==> config.mk <==
export PLATFORM = sky130hd
export DESIGN_NAME = am_sine_tone_synth_with_fade
export DESIGN_NICKNAME = d
export VERILOG_FILES = /design/src/sv/amst_pkg.sv /design/src/sv/am_sine_tone_synth_with_fade.sv /design/src/sv/amst_phase_inc.sv /design/src/sv/amst_muldiv.sv
export SDC_FILE = /design/constraint.sdc
export NUM_CORES = 2
export LEC_CHECK = 0
export BUFFER_PORTS_ARGS = -buffer_cell sky130_fd_sc_hd__buf_2
export CAP_MARGIN = 20
export CELL_PAD_IN_SITES_DETAIL_PLACEMENT = 2
export CELL_PAD_IN_SITES_GLOBAL_PLACEMENT = 2
export CORE_ASPECT_RATIO = 0.7
export CORE_UTILIZATION = 40
export CTS_BUF_LIST = sky130_fd_sc_hd__clkbuf_8
export DETAILED_ROUTE_END_ITERATION = 10
export GPL_TIMING_DRIVEN = 0
export MAX_ROUTING_LAYER = met4
export PLACE_DENSITY_LB_ADDON = 0.15
export RECOVER_POWER = 50
export SLEW_MARGIN = 20
export SYNTH_ARGS = -nofsm -noshare
export SYNTH_HDL_FRONTEND = slang
export SYNTH_SLANG_ARGS = --single-unit
==> constraint.sdc <==
create_clock -name clk -period 7.19 [get_ports clk]
set_input_delay 0 -clock clk [delete_from_list [all_inputs] [get_ports clk]]
set_output_delay 0 -clock clk [all_outputs]
set_load 0.02 [all_outputs]
==> src/sv/amst_pkg.sv <==
`default_nettype none
// ============================================================================
// amst_pkg
// Shared types, constants and the sine table of the AM sine tone synthesiser.
// ============================================================================
package amst_pkg;

    // Phase accumulators and sine table
    localparam int PHASE_BITS   = 32;
    localparam int SINE_ENTRIES = 256;
    localparam int ADDR_BITS    = $clog2(SINE_ENTRIES);
    localparam int SAMPLE_BITS  = 16;
    localparam int SINE_PEAK    = 32767;

    // Fade gain
    localparam int FADE_STEPS = 1323;
    localparam int FADE_BITS  = 11;

    // Frequencies in 1/16 Hz
    localparam int AM_LIMIT   = 480;
    localparam int DIRECT_MAX = 16000;
    localparam int CARRIER_F  = 3200;
    localparam int RATE_X16   = 705600;
    localparam int F_BITS     = 14;

    // Volume and peak level
    localparam int VOL_BITS   = 7;
    localparam int VOL_MAX    = 100;
    localparam int VOL_RESET  = 60;
    localparam int TONE_PEAK  = 12000;

    // Configuration port
    localparam int CFG_ADDR_BITS = 2;
    localparam int CFG_DATA_BITS = 16;

    typedef enum logic [CFG_ADDR_BITS-1:0] {
        REG_TONE_ENABLE = 2'd0,
        REG_TARGET_FREQ = 2'd1,
        REG_VOLUME      = 2'd2
    } cfg_reg_t;

    // Stream payloads
    localparam int IN_TDATA_BITS  = 24;
    localparam int OUT_TDATA_BITS = 24;

    typedef enum logic {
        CMD_TONE   = 1'b0,
        CMD_SOURCE = 1'b1
    } cmd_t;

    // Phase increment divider: (f << PHASE_BITS + RATE_X16/2) / RATE_X16, one bit a cycle
    localparam int INC_DIVIDEND_BITS = F_BITS + PHASE_BITS;
    localparam int INC_REM_BITS      = 20;
    localparam int INC_STEPS         = INC_DIVIDEND_BITS;
    localparam int INC_STEP_BITS     = $clog2(INC_STEPS);
    localparam logic [INC_REM_BITS-1:0] RATE_DIVISOR = INC_REM_BITS'(RATE_X16);
    localparam logic [INC_DIVIDEND_BITS-1:0] RATE_HALF = INC_DIVIDEND_BITS'(RATE_X16 / 2);

    localparam longint unsigned CARRIER_INC_L =
        ((longint'(CARRIER_F) << PHASE_BITS) + longint'(RATE_X16 / 2)) / RATE_X16;
    localparam logic [PHASE_BITS-1:0] CARRIER_INC = PHASE_BITS'(CARRIER_INC_L);

    // Serial multiply then divide unit
    localparam int OPA_BITS     = 16;
    localparam int OPB1_BITS    = 16;
    localparam int OPB2_BITS    = 21;
    localparam int PROD_BITS    = 52;
    localparam int DIVISOR_BITS = 38;
    localparam int QUO_BITS     = 16;
    localparam int MUL1_STEPS   = OPB1_BITS;
    localparam int MUL2_STEPS   = OPB2_BITS;
    localparam int DIV_STEPS    = QUO_BITS;
    localparam int STEP_BITS    = $clog2(MUL2_STEPS);

    localparam longint unsigned DIV_TONE_L   = longint'(SINE_PEAK) * longint'(VOL_MAX);
    localparam longint unsigned DIV_AM_L     =
        longint'(SINE_PEAK) * longint'(2 * SINE_PEAK) * longint'(VOL_MAX);
    localparam longint unsigned DIV_SOURCE_L = longint'(VOL_MAX) * longint'(FADE_STEPS);
    localparam logic [DIVISOR_BITS-1:0] DIV_TONE   = DIVISOR_BITS'(DIV_TONE_L);
    localparam logic [DIVISOR_BITS-1:0] DIV_AM     = DIVISOR_BITS'(DIV_AM_L);
    localparam logic [DIVISOR_BITS-1:0] DIV_SOURCE = DIVISOR_BITS'(DIV_SOURCE_L);

    typedef enum logic [1:0] {
        MD_IDLE,
        MD_MUL1,
        MD_MUL2,
        MD_DIV
    } md_phase_t;

    typedef struct packed {
        logic                    start;
        logic [OPA_BITS-1:0]     a;
        logic [OPB1_BITS-1:0]    b1;
        logic [OPB2_BITS-1:0]    b2;
        logic [DIVISOR_BITS-1:0] divisor;
    } md_req_t;

    // Top level sequencer
    typedef enum logic [1:0] {
        ST_IDLE,
        ST_LOAD,
        ST_CALC
    } state_t;

    // Sine table, built at elaboration from an odd Taylor series in Q30
    localparam longint unsigned HALF_PI_Q30 = 64'd1686629713;
    localparam longint unsigned TAYLOR_DIV [7] = '{6, 20, 42, 72, 110, 156, 210};

    typedef logic signed [SAMPLE_BITS-1:0] sine_rom_t [SINE_ENTRIES];

    function automatic int quarter_sine(input longint unsigned r);
        longint unsigned x;
        longint unsigned term;
        longint unsigned sum_pos;
        longint unsigned sum_neg;
        longint unsigned v;
        x       = (r * HALF_PI_Q30) / SINE_ENTRIES;
        term    = x;
        sum_pos = x;
        sum_neg = 64'd0;
        for (int k = 1; k <= 7; k++) begin
            term = (term * x) >> 30;
            term = ((term * x) >> 30) / TAYLOR_DIV[k-1];
            if ((k % 2) == 1)
                sum_neg = sum_neg + term;
            else
                sum_pos = sum_pos + term;
        end
        v = (sum_pos > sum_neg) ? sum_pos - sum_neg : 64'd0;
        v = (v * 64'd32767 + (64'd1 << 29)) >> 30;
        if (v > 64'd32767)
            v = 64'd32767;
        return int'(v);
    endfunction

    function automatic sine_rom_t build_sine_rom();
        sine_rom_t rom;
        int        quad;
        int        rem_q;
        int        v;
        for (int i = 0; i < SINE_ENTRIES; i++) begin
            quad  = (4 * i) / SINE_ENTRIES;
            rem_q = (4 * i) % SINE_ENTRIES;
            if ((quad % 2) == 1)
                v = quarter_sine(longint'(SINE_ENTRIES - rem_q));
            else
                v = quarter_sine(longint'(rem_q));
            rom[i] = ((quad / 2) % 2 == 1) ? SAMPLE_BITS'(-v) : SAMPLE_BITS'(v);
        end
        return rom;
    endfunction

    localparam sine_rom_t SINE_ROM = build_sine_rom();

endpackage
`default_nettype wire

==> src/sv/am_sine_tone_synth_with_fade.sv <==
`default_nettype none
// ============================================================================
// am_sine_tone_synth_with_fade
// Sine tone synthesiser with slow amplitude modulation and a faded
// source-sample path, producing offset-binary DAC codes.
// ============================================================================
// Usage:
//   One input transaction per 44.1 kHz sample slot. tuser selects a tone
//   tick or a source sample; tdata carries the sample and the fade direction.
//   A tone tick gives one output transaction when the tone is enabled and the
//   target frequency is non-zero, otherwise none. A source sample always gives
//   one output transaction.
//   A new item is accepted only once the result of the item before has been
//   loaded into the output register. The serial arithmetic unit does the
//   work: two shift-add multiplication passes, then a restoring division.
//   A suppressed tone tick is accepted and leaves the sequencer idle.
//   Writing target_freq starts a serial division for the phase increment;
//   tready stays low until it completes.
//   Reset clears the phases and the fade gain, disables the tone, sets the
//   target to zero and the volume to 60 percent.
//   When the receiver stalls, the result waits in the output register while
//   the next item may already be accepted and worked on; that item then
//   waits in the arithmetic unit until the output register is free.
// ============================================================================
module am_sine_tone_synth_with_fade (
    input  logic                                 clk,
    input  logic                                 rst_n,
    input  logic                                 cfg_we,
    input  logic [amst_pkg::CFG_ADDR_BITS-1:0]   cfg_addr,
    input  logic [amst_pkg::CFG_DATA_BITS-1:0]   cfg_wdata,
    input  logic                                 s_axis_tvalid,
    output logic                                 s_axis_tready,
    input  logic [amst_pkg::IN_TDATA_BITS-1:0]   s_axis_tdata,  // [15:0] source_sample, [16] fade_up
    input  logic                                 s_axis_tuser,  // [0] command
    output logic                                 m_axis_tvalid,
    input  logic                                 m_axis_tready,
    output logic [amst_pkg::OUT_TDATA_BITS-1:0]  m_axis_tdata   // [15:0] dac_code, [16] fade_finished
);
    import amst_pkg::*;

    // Configuration
    logic                    tone_enable_reg;
    logic [CFG_DATA_BITS-1:0] target_freq_reg;
    logic [VOL_BITS-1:0]     volume_reg;

    // Synthesis state
    logic [PHASE_BITS-1:0]   carrier_phase_reg;
    logic [PHASE_BITS-1:0]   envelope_phase_reg;
    logic [FADE_BITS-1:0]    fade_level_reg, fade_level_next;

    // Item in progress
    state_t                  state_reg, state_next;
    cmd_t                    cmd_reg;
    logic signed [SAMPLE_BITS-1:0] source_reg;
    logic                    finished_reg, finished_next;
    logic                    neg_reg, neg_next;

    // Output register
    logic                    out_valid_reg;
    logic [SAMPLE_BITS-1:0]  out_dac_reg;
    logic                    out_fin_reg;

    // Control strobes and datapath signals
    logic                    in_accept;
    logic                    is_source;
    logic                    fade_up;
    logic                    tone_live;
    logic                    am_mode;
    logic                    phase_step;
    logic                    out_load;
    logic                    out_free;
    logic                    inc_busy;
    logic                    inc_start;
    logic [PHASE_BITS-1:0]   tone_inc;
    logic                    md_busy;
    logic [QUO_BITS-1:0]     md_quo;
    md_req_t                 md_req;
    md_req_t                 load_req;
    logic [VOL_BITS-1:0]     vol_clamped;
    logic [OPB2_BITS-1:0]    tone_gain;
    logic [OPB2_BITS-1:0]    fade_gain;
    logic signed [SAMPLE_BITS-1:0] carrier_s;
    logic signed [SAMPLE_BITS-1:0] envelope_s;
    logic [SAMPLE_BITS:0]    envelope_sum;
    logic [SAMPLE_BITS-1:0]  dac_value;

    assign is_source = (s_axis_tuser == CMD_SOURCE);
    assign fade_up   = s_axis_tdata[SAMPLE_BITS];
    assign tone_live = tone_enable_reg && (target_freq_reg != '0);
    assign am_mode   = (target_freq_reg <= CFG_DATA_BITS'(AM_LIMIT));
    assign in_accept = s_axis_tvalid && s_axis_tready;
    assign out_free  = !out_valid_reg || m_axis_tready;
    assign inc_start = cfg_we && (cfg_addr == REG_TARGET_FREQ);

    // Phase increment for the target frequency
    amst_phase_inc u_phase_inc (
        .clk   (clk),
        .rst_n (rst_n),
        .start (inc_start),
        .freq  (cfg_wdata),
        .busy  (inc_busy),
        .inc   (tone_inc)
    );

    // Serial multiply and divide
    amst_muldiv u_muldiv (
        .clk   (clk),
        .rst_n (rst_n),
        .req   (md_req),
        .busy  (md_busy),
        .quo   (md_quo)
    );

    // Write configuration registers
    always_ff @(posedge clk or negedge rst_n)
    begin
        if (!rst_n)
        begin
            tone_enable_reg <= 1'b0;
            target_freq_reg <= '0;
            volume_reg      <= VOL_BITS'(VOL_RESET);
        end
        else if (cfg_we)
        begin
            case (cfg_reg_t'(cfg_addr))
                REG_TONE_ENABLE: tone_enable_reg <= cfg_wdata[0];
                REG_TARGET_FREQ: target_freq_reg <= cfg_wdata;
                REG_VOLUME:      volume_reg      <= cfg_wdata[VOL_BITS-1:0];
                default:         ;
            endcase
        end
    end

    // Step the fade gain one level toward its end
    always_comb
    begin
        fade_level_next = fade_level_reg;
        if (fade_up)
        begin
            if (fade_level_reg < FADE_BITS'(FADE_STEPS))
                fade_level_next = fade_level_reg + 1'b1;
            else
                fade_level_next = FADE_BITS'(FADE_STEPS);
        end
        else if (fade_level_reg != '0)
        begin
            fade_level_next = fade_level_reg - 1'b1;
        end
        finished_next = is_source && !fade_up && (fade_level_next == '0);
    end

    // Build the operands for the arithmetic unit
    always_comb
    begin
        vol_clamped  = (volume_reg > VOL_BITS'(VOL_MAX)) ? VOL_BITS'(VOL_MAX) : volume_reg;
        tone_gain    = OPB2_BITS'(vol_clamped) * OPB2_BITS'(TONE_PEAK);
        fade_gain    = OPB2_BITS'(vol_clamped) * OPB2_BITS'(fade_level_reg);
        carrier_s    = SINE_ROM[carrier_phase_reg[PHASE_BITS-1 -: ADDR_BITS]];
        envelope_s   = SINE_ROM[envelope_phase_reg[PHASE_BITS-1 -: ADDR_BITS]];
        envelope_sum = (SAMPLE_BITS+1)'(SINE_PEAK) + {envelope_s[SAMPLE_BITS-1], envelope_s};
        load_req.start = 1'b1;
        if (cmd_reg == CMD_SOURCE)
        begin
            neg_next         = source_reg[SAMPLE_BITS-1];
            load_req.a       = neg_next ? OPA_BITS'(-source_reg) : OPA_BITS'(source_reg);
            load_req.b1      = OPB1_BITS'(1);
            load_req.b2      = fade_gain;
            load_req.divisor = DIV_SOURCE;
        end
        else
        begin
            neg_next    = carrier_s[SAMPLE_BITS-1];
            load_req.a  = neg_next ? OPA_BITS'(-carrier_s) : OPA_BITS'(carrier_s);
            load_req.b2 = tone_gain;
            if (am_mode)
            begin
                load_req.b1      = envelope_sum[OPB1_BITS-1:0];
                load_req.divisor = DIV_AM;
            end
            else
            begin
                load_req.b1      = OPB1_BITS'(1);
                load_req.divisor = DIV_TONE;
            end
        end
    end

    // Sequence one item: accept, load operands, wait for the result
    always_comb
    begin
        state_next    = state_reg;
        s_axis_tready = 1'b0;
        md_req        = '0;
        phase_step    = 1'b0;
        out_load      = 1'b0;
        case (state_reg)
            ST_IDLE:
            begin
                s_axis_tready = !inc_busy;
                if (s_axis_tvalid && !inc_busy && (is_source || tone_live))
                    state_next = ST_LOAD;
            end
            ST_LOAD:
            begin
                md_req     = load_req;
                phase_step = (cmd_reg == CMD_TONE);
                state_next = ST_CALC;
            end
            ST_CALC:
            begin
                if (!md_busy && out_free)
                begin
                    out_load   = 1'b1;
                    state_next = ST_IDLE;
                end
            end
            default:
            begin
                state_next = ST_IDLE;
            end
        endcase
    end

    always_ff @(posedge clk or negedge rst_n)
    begin
        if (!rst_n)
            state_reg <= ST_IDLE;
        else
            state_reg <= state_next;
    end

    // Advance the phases after the table reads; fade on source transactions
    always_ff @(posedge clk or negedge rst_n)
    begin
        if (!rst_n)
        begin
            carrier_phase_reg  <= '0;
            envelope_phase_reg <= '0;
            fade_level_reg     <= '0;
        end
        else
        begin
            if (phase_step)
            begin
                if (am_mode)
                begin
                    carrier_phase_reg  <= carrier_phase_reg + CARRIER_INC;
                    envelope_phase_reg <= envelope_phase_reg + tone_inc;
                end
                else
                begin
                    carrier_phase_reg <= carrier_phase_reg + tone_inc;
                end
            end
            if (in_accept && is_source)
                fade_level_reg <= fade_level_next;
        end
    end

    // Capture the item and its sign
    always_ff @(posedge clk)
    begin
        if (in_accept)
        begin
            cmd_reg      <= cmd_t'(s_axis_tuser);
            source_reg   <= s_axis_tdata[SAMPLE_BITS-1:0];
            finished_reg <= finished_next;
        end
        if (phase_step || (state_reg == ST_LOAD))
            neg_reg <= neg_next;
    end

    // Apply the sign, saturate and offset to a DAC code
    always_comb
    begin
        if (neg_reg)
        begin
            if (md_quo > QUO_BITS'(SINE_PEAK + 1))
                dac_value = '0;
            else
                dac_value = SAMPLE_BITS'((SAMPLE_BITS+1)'(SINE_PEAK + 1) - {1'b0, md_quo});
        end
        else
        begin
            if (md_quo > QUO_BITS'(SINE_PEAK))
                dac_value = {SAMPLE_BITS{1'b1}};
            else
                dac_value = {1'b1, md_quo[SAMPLE_BITS-2:0]};
        end
    end

    // Output register: load a result, drop it once taken
    always_ff @(posedge clk or negedge rst_n)
    begin
        if (!rst_n)
            out_valid_reg <= 1'b0;
        else if (out_load)
            out_valid_reg <= 1'b1;
        else if (m_axis_tready)
            out_valid_reg <= 1'b0;
    end

    always_ff @(posedge clk)
    begin
        if (out_load)
        begin
            out_dac_reg <= dac_value;
            out_fin_reg <= finished_reg;
        end
    end

    assign m_axis_tvalid = out_valid_reg;
    assign m_axis_tdata  = {(OUT_TDATA_BITS-SAMPLE_BITS-1)'(0), out_fin_reg, out_dac_reg};

endmodule
`default_nettype wire

==> src/sv/amst_phase_inc.sv <==
`default_nettype none
// ============================================================================
// amst_phase_inc
// Bit-serial restoring divider that turns a target frequency into a phase
// increment, one quotient bit per cycle.
// ============================================================================
module amst_phase_inc (
    input  logic                            clk,
    input  logic                            rst_n,
    input  logic                            start,
    input  logic [amst_pkg::CFG_DATA_BITS-1:0] freq,
    output logic                            busy,
    output logic [amst_pkg::PHASE_BITS-1:0] inc
);
    import amst_pkg::*;

    logic                         busy_reg, busy_next;
    logic [INC_STEP_BITS-1:0]     step_reg, step_next;
    logic [INC_DIVIDEND_BITS-1:0] shift_reg, shift_next;
    logic [INC_REM_BITS-1:0]      rem_reg, rem_next;
    logic [PHASE_BITS-1:0]        inc_reg, inc_next;
    logic [F_BITS-1:0]            freq_clamped;
    logic [INC_REM_BITS:0]        rem_shift;
    logic [INC_REM_BITS:0]        rem_diff;
    logic                         q_bit;

    // Clamp to the highest direct tone
    assign freq_clamped = (freq > CFG_DATA_BITS'(DIRECT_MAX)) ? F_BITS'(DIRECT_MAX)
                                                              : freq[F_BITS-1:0];

    // Trial subtract of the divisor from the shifted remainder
    assign rem_shift = {rem_reg, shift_reg[INC_DIVIDEND_BITS-1]};
    assign rem_diff  = rem_shift - {1'b0, RATE_DIVISOR};
    assign q_bit     = !rem_diff[INC_REM_BITS];

    always_comb
    begin
        busy_next  = busy_reg;
        step_next  = step_reg;
        shift_next = shift_reg;
        rem_next   = rem_reg;
        inc_next   = inc_reg;
        if (start)
        begin
            busy_next  = 1'b1;
            step_next  = INC_STEP_BITS'(INC_STEPS - 1);
            shift_next = {freq_clamped, PHASE_BITS'(0)} + RATE_HALF;
            rem_next   = '0;
        end
        else if (busy_reg)
        begin
            rem_next   = q_bit ? rem_diff[INC_REM_BITS-1:0] : rem_shift[INC_REM_BITS-1:0];
            shift_next = {shift_reg[INC_DIVIDEND_BITS-2:0], q_bit};
            step_next  = step_reg - 1'b1;
            if (step_reg == '0)
            begin
                busy_next = 1'b0;
                inc_next  = shift_next[PHASE_BITS-1:0];
            end
        end
    end

    // Hold control and result
    always_ff @(posedge clk or negedge rst_n)
    begin
        if (!rst_n)
        begin
            busy_reg <= 1'b0;
            step_reg <= '0;
            inc_reg  <= '0;
        end
        else
        begin
            busy_reg <= busy_next;
            step_reg <= step_next;
            inc_reg  <= inc_next;
        end
    end

    // Advance the dividend and remainder shift registers
    always_ff @(posedge clk)
    begin
        shift_reg <= shift_next;
        rem_reg   <= rem_next;
    end

    assign busy = busy_reg;
    assign inc  = inc_reg;

endmodule
`default_nettype wire

==> src/sv/amst_muldiv.sv <==
`default_nettype none
// ============================================================================
// amst_muldiv
// Shared serial arithmetic unit: two shift-add multiply passes, one
// multiplier bit per cycle, then a restoring divide, one quotient bit per
// cycle. Computes (a * b1 * b2) / divisor, truncated.
// ============================================================================
module amst_muldiv (
    input  logic                          clk,
    input  logic                          rst_n,
    input  amst_pkg::md_req_t             req,
    output logic                          busy,
    output logic [amst_pkg::QUO_BITS-1:0] quo
);
    import amst_pkg::*;

    md_phase_t               phase_reg, phase_next;
    logic [STEP_BITS-1:0]    step_reg, step_next;
    logic [PROD_BITS-1:0]    mcand_reg, mcand_next;
    logic [PROD_BITS-1:0]    acc_reg, acc_next;
    logic [PROD_BITS-1:0]    acc_sum;
    logic [OPB2_BITS-1:0]    mplier_reg, mplier_next;
    logic [OPB2_BITS-1:0]    b2_reg, b2_next;
    logic [DIVISOR_BITS-1:0] divisor_reg, divisor_next;
    logic [DIVISOR_BITS-1:0] rem_reg, rem_next;
    logic [QUO_BITS-1:0]     quo_reg, quo_next;
    logic [DIVISOR_BITS:0]   rem_shift;
    logic [DIVISOR_BITS:0]   rem_diff;
    logic                    q_bit;

    // Add the shifted multiplicand where the multiplier bit is set
    assign acc_sum = acc_reg + (mplier_reg[0] ? mcand_reg : '0);

    // Trial subtract; numerator bits leave the top of the quotient register
    assign rem_shift = {rem_reg, quo_reg[QUO_BITS-1]};
    assign rem_diff  = rem_shift - {1'b0, divisor_reg};
    assign q_bit     = !rem_diff[DIVISOR_BITS];

    always_comb
    begin
        phase_next   = phase_reg;
        step_next    = step_reg;
        mcand_next   = mcand_reg;
        acc_next     = acc_reg;
        mplier_next  = mplier_reg;
        b2_next      = b2_reg;
        divisor_next = divisor_reg;
        rem_next     = rem_reg;
        quo_next     = quo_reg;
        case (phase_reg)
            MD_IDLE:
            begin
                if (req.start)
                begin
                    mcand_next   = PROD_BITS'(req.a);
                    mplier_next  = OPB2_BITS'(req.b1);
                    acc_next     = '0;
                    b2_next      = req.b2;
                    divisor_next = req.divisor;
                    step_next    = STEP_BITS'(MUL1_STEPS - 1);
                    phase_next   = MD_MUL1;
                end
            end
            MD_MUL1:
            begin
                acc_next    = acc_sum;
                mcand_next  = {mcand_reg[PROD_BITS-2:0], 1'b0};
                mplier_next = {1'b0, mplier_reg[OPB2_BITS-1:1]};
                step_next   = step_reg - 1'b1;
                if (step_reg == '0)
                begin
                    mcand_next  = acc_sum;
                    acc_next    = '0;
                    mplier_next = b2_reg;
                    step_next   = STEP_BITS'(MUL2_STEPS - 1);
                    phase_next  = MD_MUL2;
                end
            end
            MD_MUL2:
            begin
                acc_next    = acc_sum;
                mcand_next  = {mcand_reg[PROD_BITS-2:0], 1'b0};
                mplier_next = {1'b0, mplier_reg[OPB2_BITS-1:1]};
                step_next   = step_reg - 1'b1;
                if (step_reg == '0)
                begin
                    rem_next   = DIVISOR_BITS'(acc_sum >> QUO_BITS);
                    quo_next   = acc_sum[QUO_BITS-1:0];
                    step_next  = STEP_BITS'(DIV_STEPS - 1);
                    phase_next = MD_DIV;
                end
            end
            MD_DIV:
            begin
                rem_next  = q_bit ? rem_diff[DIVISOR_BITS-1:0] : rem_shift[DIVISOR_BITS-1:0];
                quo_next  = {quo_reg[QUO_BITS-2:0], q_bit};
                step_next = step_reg - 1'b1;
                if (step_reg == '0)
                    phase_next = MD_IDLE;
            end
            default:
            begin
                phase_next = MD_IDLE;
            end
        endcase
    end

    // Hold the sequencing state
    always_ff @(posedge clk or negedge rst_n)
    begin
        if (!rst_n)
        begin
            phase_reg <= MD_IDLE;
            step_reg  <= '0;
        end
        else
        begin
            phase_reg <= phase_next;
            step_reg  <= step_next;
        end
    end

    // Advance the operand, product and quotient shift registers
    always_ff @(posedge clk)
    begin
        mcand_reg   <= mcand_next;
        acc_reg     <= acc_next;
        mplier_reg  <= mplier_next;
        b2_reg      <= b2_next;
        divisor_reg <= divisor_next;
        rem_reg     <= rem_next;
        quo_reg     <= quo_next;
    end

    assign busy = (phase_reg != MD_IDLE);
    assign quo  = quo_reg;

endmodule
`default_nettype wire

==> flow_metrics.py <==
metrics = {
    "setup_path": {
        "arrival_ns": 7.74,
        "cp_data_required_time_ns": 7.68,
        "critPathKind": "register to register",
        "path_max_fanout": 14,
        "critPathCaptureType": "register",
        "cp-start-kind": "register",
    },
    "sta": {
        "fin_ws_ns": -0.0564,
        "whs_ns": 0.0927,
        "rsz0062_at_grt": "false",
        "final-setup-viol-count": 2,
        "post-route-period-util": 1.01,
        "finClkSkew_ns": 0.0726,
        "finalCriticalPeriod_ns": 7.25,
        "slew_headroom": -1.61,
        "final_max_slew_viol_count": 190,
        "fmax_mhz": 138,
        "finalSetupTns_ns": -0.0672,
        "tightest_slew_ns": 3.92,
        "hold_viol_final": 0,
    },
    "logic_synthesis": {
        "synth_area_leaders": "edfxtp_1, ha_1, dfrtp_1, o21ai_0, nand2_1",
        "syn-instance-count": 4626,
        "synth_top_area_frac": 0.213,
        "synth_seq_cells": 457,
        "seq_area_frac_synth": 0.314,
        "syn_avg_cell_area_um2": 8.80,
        "synth-simple-area-share": 0.181,
        "synth_edf_count": 289,
        "synth.mux.area_fraction": 0.0494,
        "yosysWarningCount": 0,
        "synthXorXnorAreaFrac": 0.0439,
        "synthArstFlopShare": 0.324,
        "synth_top_family_by_area": "compound AO/OA/AOI/OAI gates",
        "synthAdderAreaFrac": 0.126,
        "ys_types": 109,
        "ys.flop_type": "edfxtp_1",
        "synth_compound_area_frac": 0.231,
        "syn_area_um2": 40700,
        "synth_top_area_cell": "edfxtp_1",
    },
    "power": {
        "pwr_density_cell_nw_per_um2": 418,
        "p_seq_frac": 0.264,
        "pwr-share-clk": 0.136,
        "swShare": 0.510,
        "power_w": 0.0188,
        "leakage_nw": 18.8,
        "p_int_w": 0.00922,
        "ir_drop_mv": 0.258,
        "power_switching_w": 0.00960,
        "p_comb_frac": 0.600,
    },
    "floorplan": {
        "fp.dieW_um": 383,
        "core-area_um2": 100000,
        "ioPinCount": 74,
        "rows": 97,
        "initial_core_util": 0.405,
        "fp.dieArea_um2": 103000,
        "dieHeight_um": 269,
    },
    "placement": {
        "place_area_um2": 43000,
        "gp_congestion": 1.05,
        "dp_hpwl_um": 150000,
        "port_buffers": 59,
    },
    "route": {
        "dr.pass1.iters": 10,
        "vias": 41200,
        "drtIter0Drc": 4231,
        "wl_per_cell_um": 32.8,
        "routed_wl_um": 205000,
        "ant_nets": 0,
        "drc_errors": 6,
        "vias_per_cell": 6.60,
    },
    "clock_tree": {
        "cts_tree": "built",
        "cts_buffers": 81,
        "numClockSinks": 457,
        "worstSkewPairLatency_ns": 0.78,
        "htree_levels": 3,
        "clockBufferDepth": 3,
        "cts-root-buf": "clkbuf_8",
        "cts_setup_buffers": 0,
        "clk_pin_slew_ns": 0.07,
    },
    "finish": {
        "final_cell_mix": "nand2_1, nor2_1, o21ai_0",
        "layout-drive-gt1-share": 0.0782,
        "fin_area_um2": 45000,
        "final_common_cell": "nand2_1",
        "fin_nets": 5259,
        "synthToLayoutAreaGrowth_pct": 10.5,
        "fin_util": 0.448,
    },
    "grt": {
        "grt_util_met1": 0.548,
        "grt-busiest-layer": "met2",
        "met2_usage": 0.588,
        "grt_pass1_vias": 43100,
        "grt_pass1_wl_um": 298000,
        "grt_use_met3": 0.0943,
        "antenna_found_initial": 16,
        "grt_max_degree": 63,
        "grt_use_total": 0.400,
        "overflow": 0,
    },
    "run": {
        "max_cap_viol_count": 5,
    },
    "hold_path": {
        "worstHoldPathType": "input port to register",
    },
    "run_status": {
        "outcome": "finished, violations left",
        "failed_checks": "DRC, capacitance limit, slew limit, setup timing",
    },
}
Yosys cell counts, drive strengths merged (14+ instances only):
cell type and instances:
xor2 80, o31ai 42, ha 294, mux2 66
mux2i 54, o221ai 14, nand3 84, nand4 24
mux4 32, o311ai 38, o21ai 348, a21boi 18
nand2b 91, a31oi 65, o211ai 51, o22ai 35
o21a 49, edfxtp 289, nor2b 67, and2 156
and3 36, a22o 27, a21o 103, a311oi 22
a21oi 304, fa 72, nor4 15, inv 231
nor3b 22, dfrtp 144, or3 42, clkbuf 192
or2 19, a211oi 63, a221oi 24, buf 97
nand2 442, nor3 114, xnor2 123, a22oi 26
nor2 339, a211o 15, o21bai 27, dfxtp 20
worst max-delay path: stages (launching register included):
cell,delay (ns)
dfrtp_1,1.03
clkbuf_1,0.74
inv_1,0.43
ha_1,0.48
buf_2,0.27
nor2_1,0.82
o22ai_1,0.22
mux4_2,0.54
a2111oi_2,0.91
a31oi_1,0.30
ha_1,0.34
nor2_1,0.15
xor2_1,0.14
nor2_1,0.15
a21oi_1,0.10
a221o_1,0.37
layout make-up:
| class | count | area (um2) |
|---|---|---|
| diodes | 6 | 15.0 |
| plain buffers | 289 | 1310 |
| clock buffers | 85 | 1170 |
| clock inverters | 63 | 388 |
| fillers | 11200 | 55500 |
| inverters | 237 | 893 |
| multi-input cells | 3648 | 25800 |
| flip-flops and latches | 457 | 12800 |
| well taps | 1336 | 1670 |
| repair buffers | 131 | 981 |
power by group through the flow:
| stage | registers [W] | logic [W] | clock network (W) |
|---|---|---|---|
| after floorplan | 0.00471 | 0.00713 | 0 |
| after global placement | 0.00501 | 0.0101 | 0 |
| after detailed placement | 0.00494 | 0.0108 | 0 |
| after CTS | 0.00491 | 0.0110 | 0.00257 |
| after global routing | 0.00504 | 0.0120 | 0.00268 |
| final | 0.00496 | 0.0113 | 0.00256 |
through the flow:
step | instances | worst slack [ns]
final | 6252 | -0.0564
after global routing | 6251 | 0.0390
after CTS | 6247 | 0.0145
after detailed placement | 6036 | -0.632
after global placement | 6027 | -1.36
after floorplan | 4632 | 1.88
path summary, 6_finish.rpt:
| check | start | end | slack (ns) | depth (start not counted) |
|---|---|---|---|---|
| setup / recovery | carrier_phase_reg[25] | u_muldiv.mcand_reg[2] | -0.06 | 15 |
| hold / removal | cfg_wdata[9] | target_freq_reg[9] | 0.09 | 4 |
| setup reg to reg | carrier_phase_reg[25] | u_muldiv.mcand_reg[2] | -0.06 | 15 |
| hold reg to reg | finished_reg | out_fin_reg | 0.42 | 0 |
| max in group asynchronous | rst_n | envelope_phase_reg[26] | 2.82 | 4 |
| min in group asynchronous | rst_n | envelope_phase_reg[16] | 1.34 | 4 |
cells by family (layout without fill, tap and decap cells):
kind of cell             Yosys count  count (layout)
AO/OA/AOI/OAI                   1421            1421
AND/OR/NAND/NOR                 1499            1499
XOR/XNOR                         203             203
multiplexers                     152             152
buffers and inverters            527             805
other                              1              13
adder cells (fa/ha/maj)          366             366
flip-flops                       457             457
routing by layer:
metal  wire length (um)  vias to the layer above
met3              18600                      407
li1                   -                    17400
met1              92300                    21400
met2              88300                     2057
met4               5710                        0
met5                  0                        -
what timing repair did:
item / CTS / global route
endpoints found under the setup margin: 14 / 18
endpoints found under the hold margin: 243 / 0
hold buffers: 63 / 0
resized for setup: 3 / 4
No activity file was read; power rests on OpenSTA's default activity.
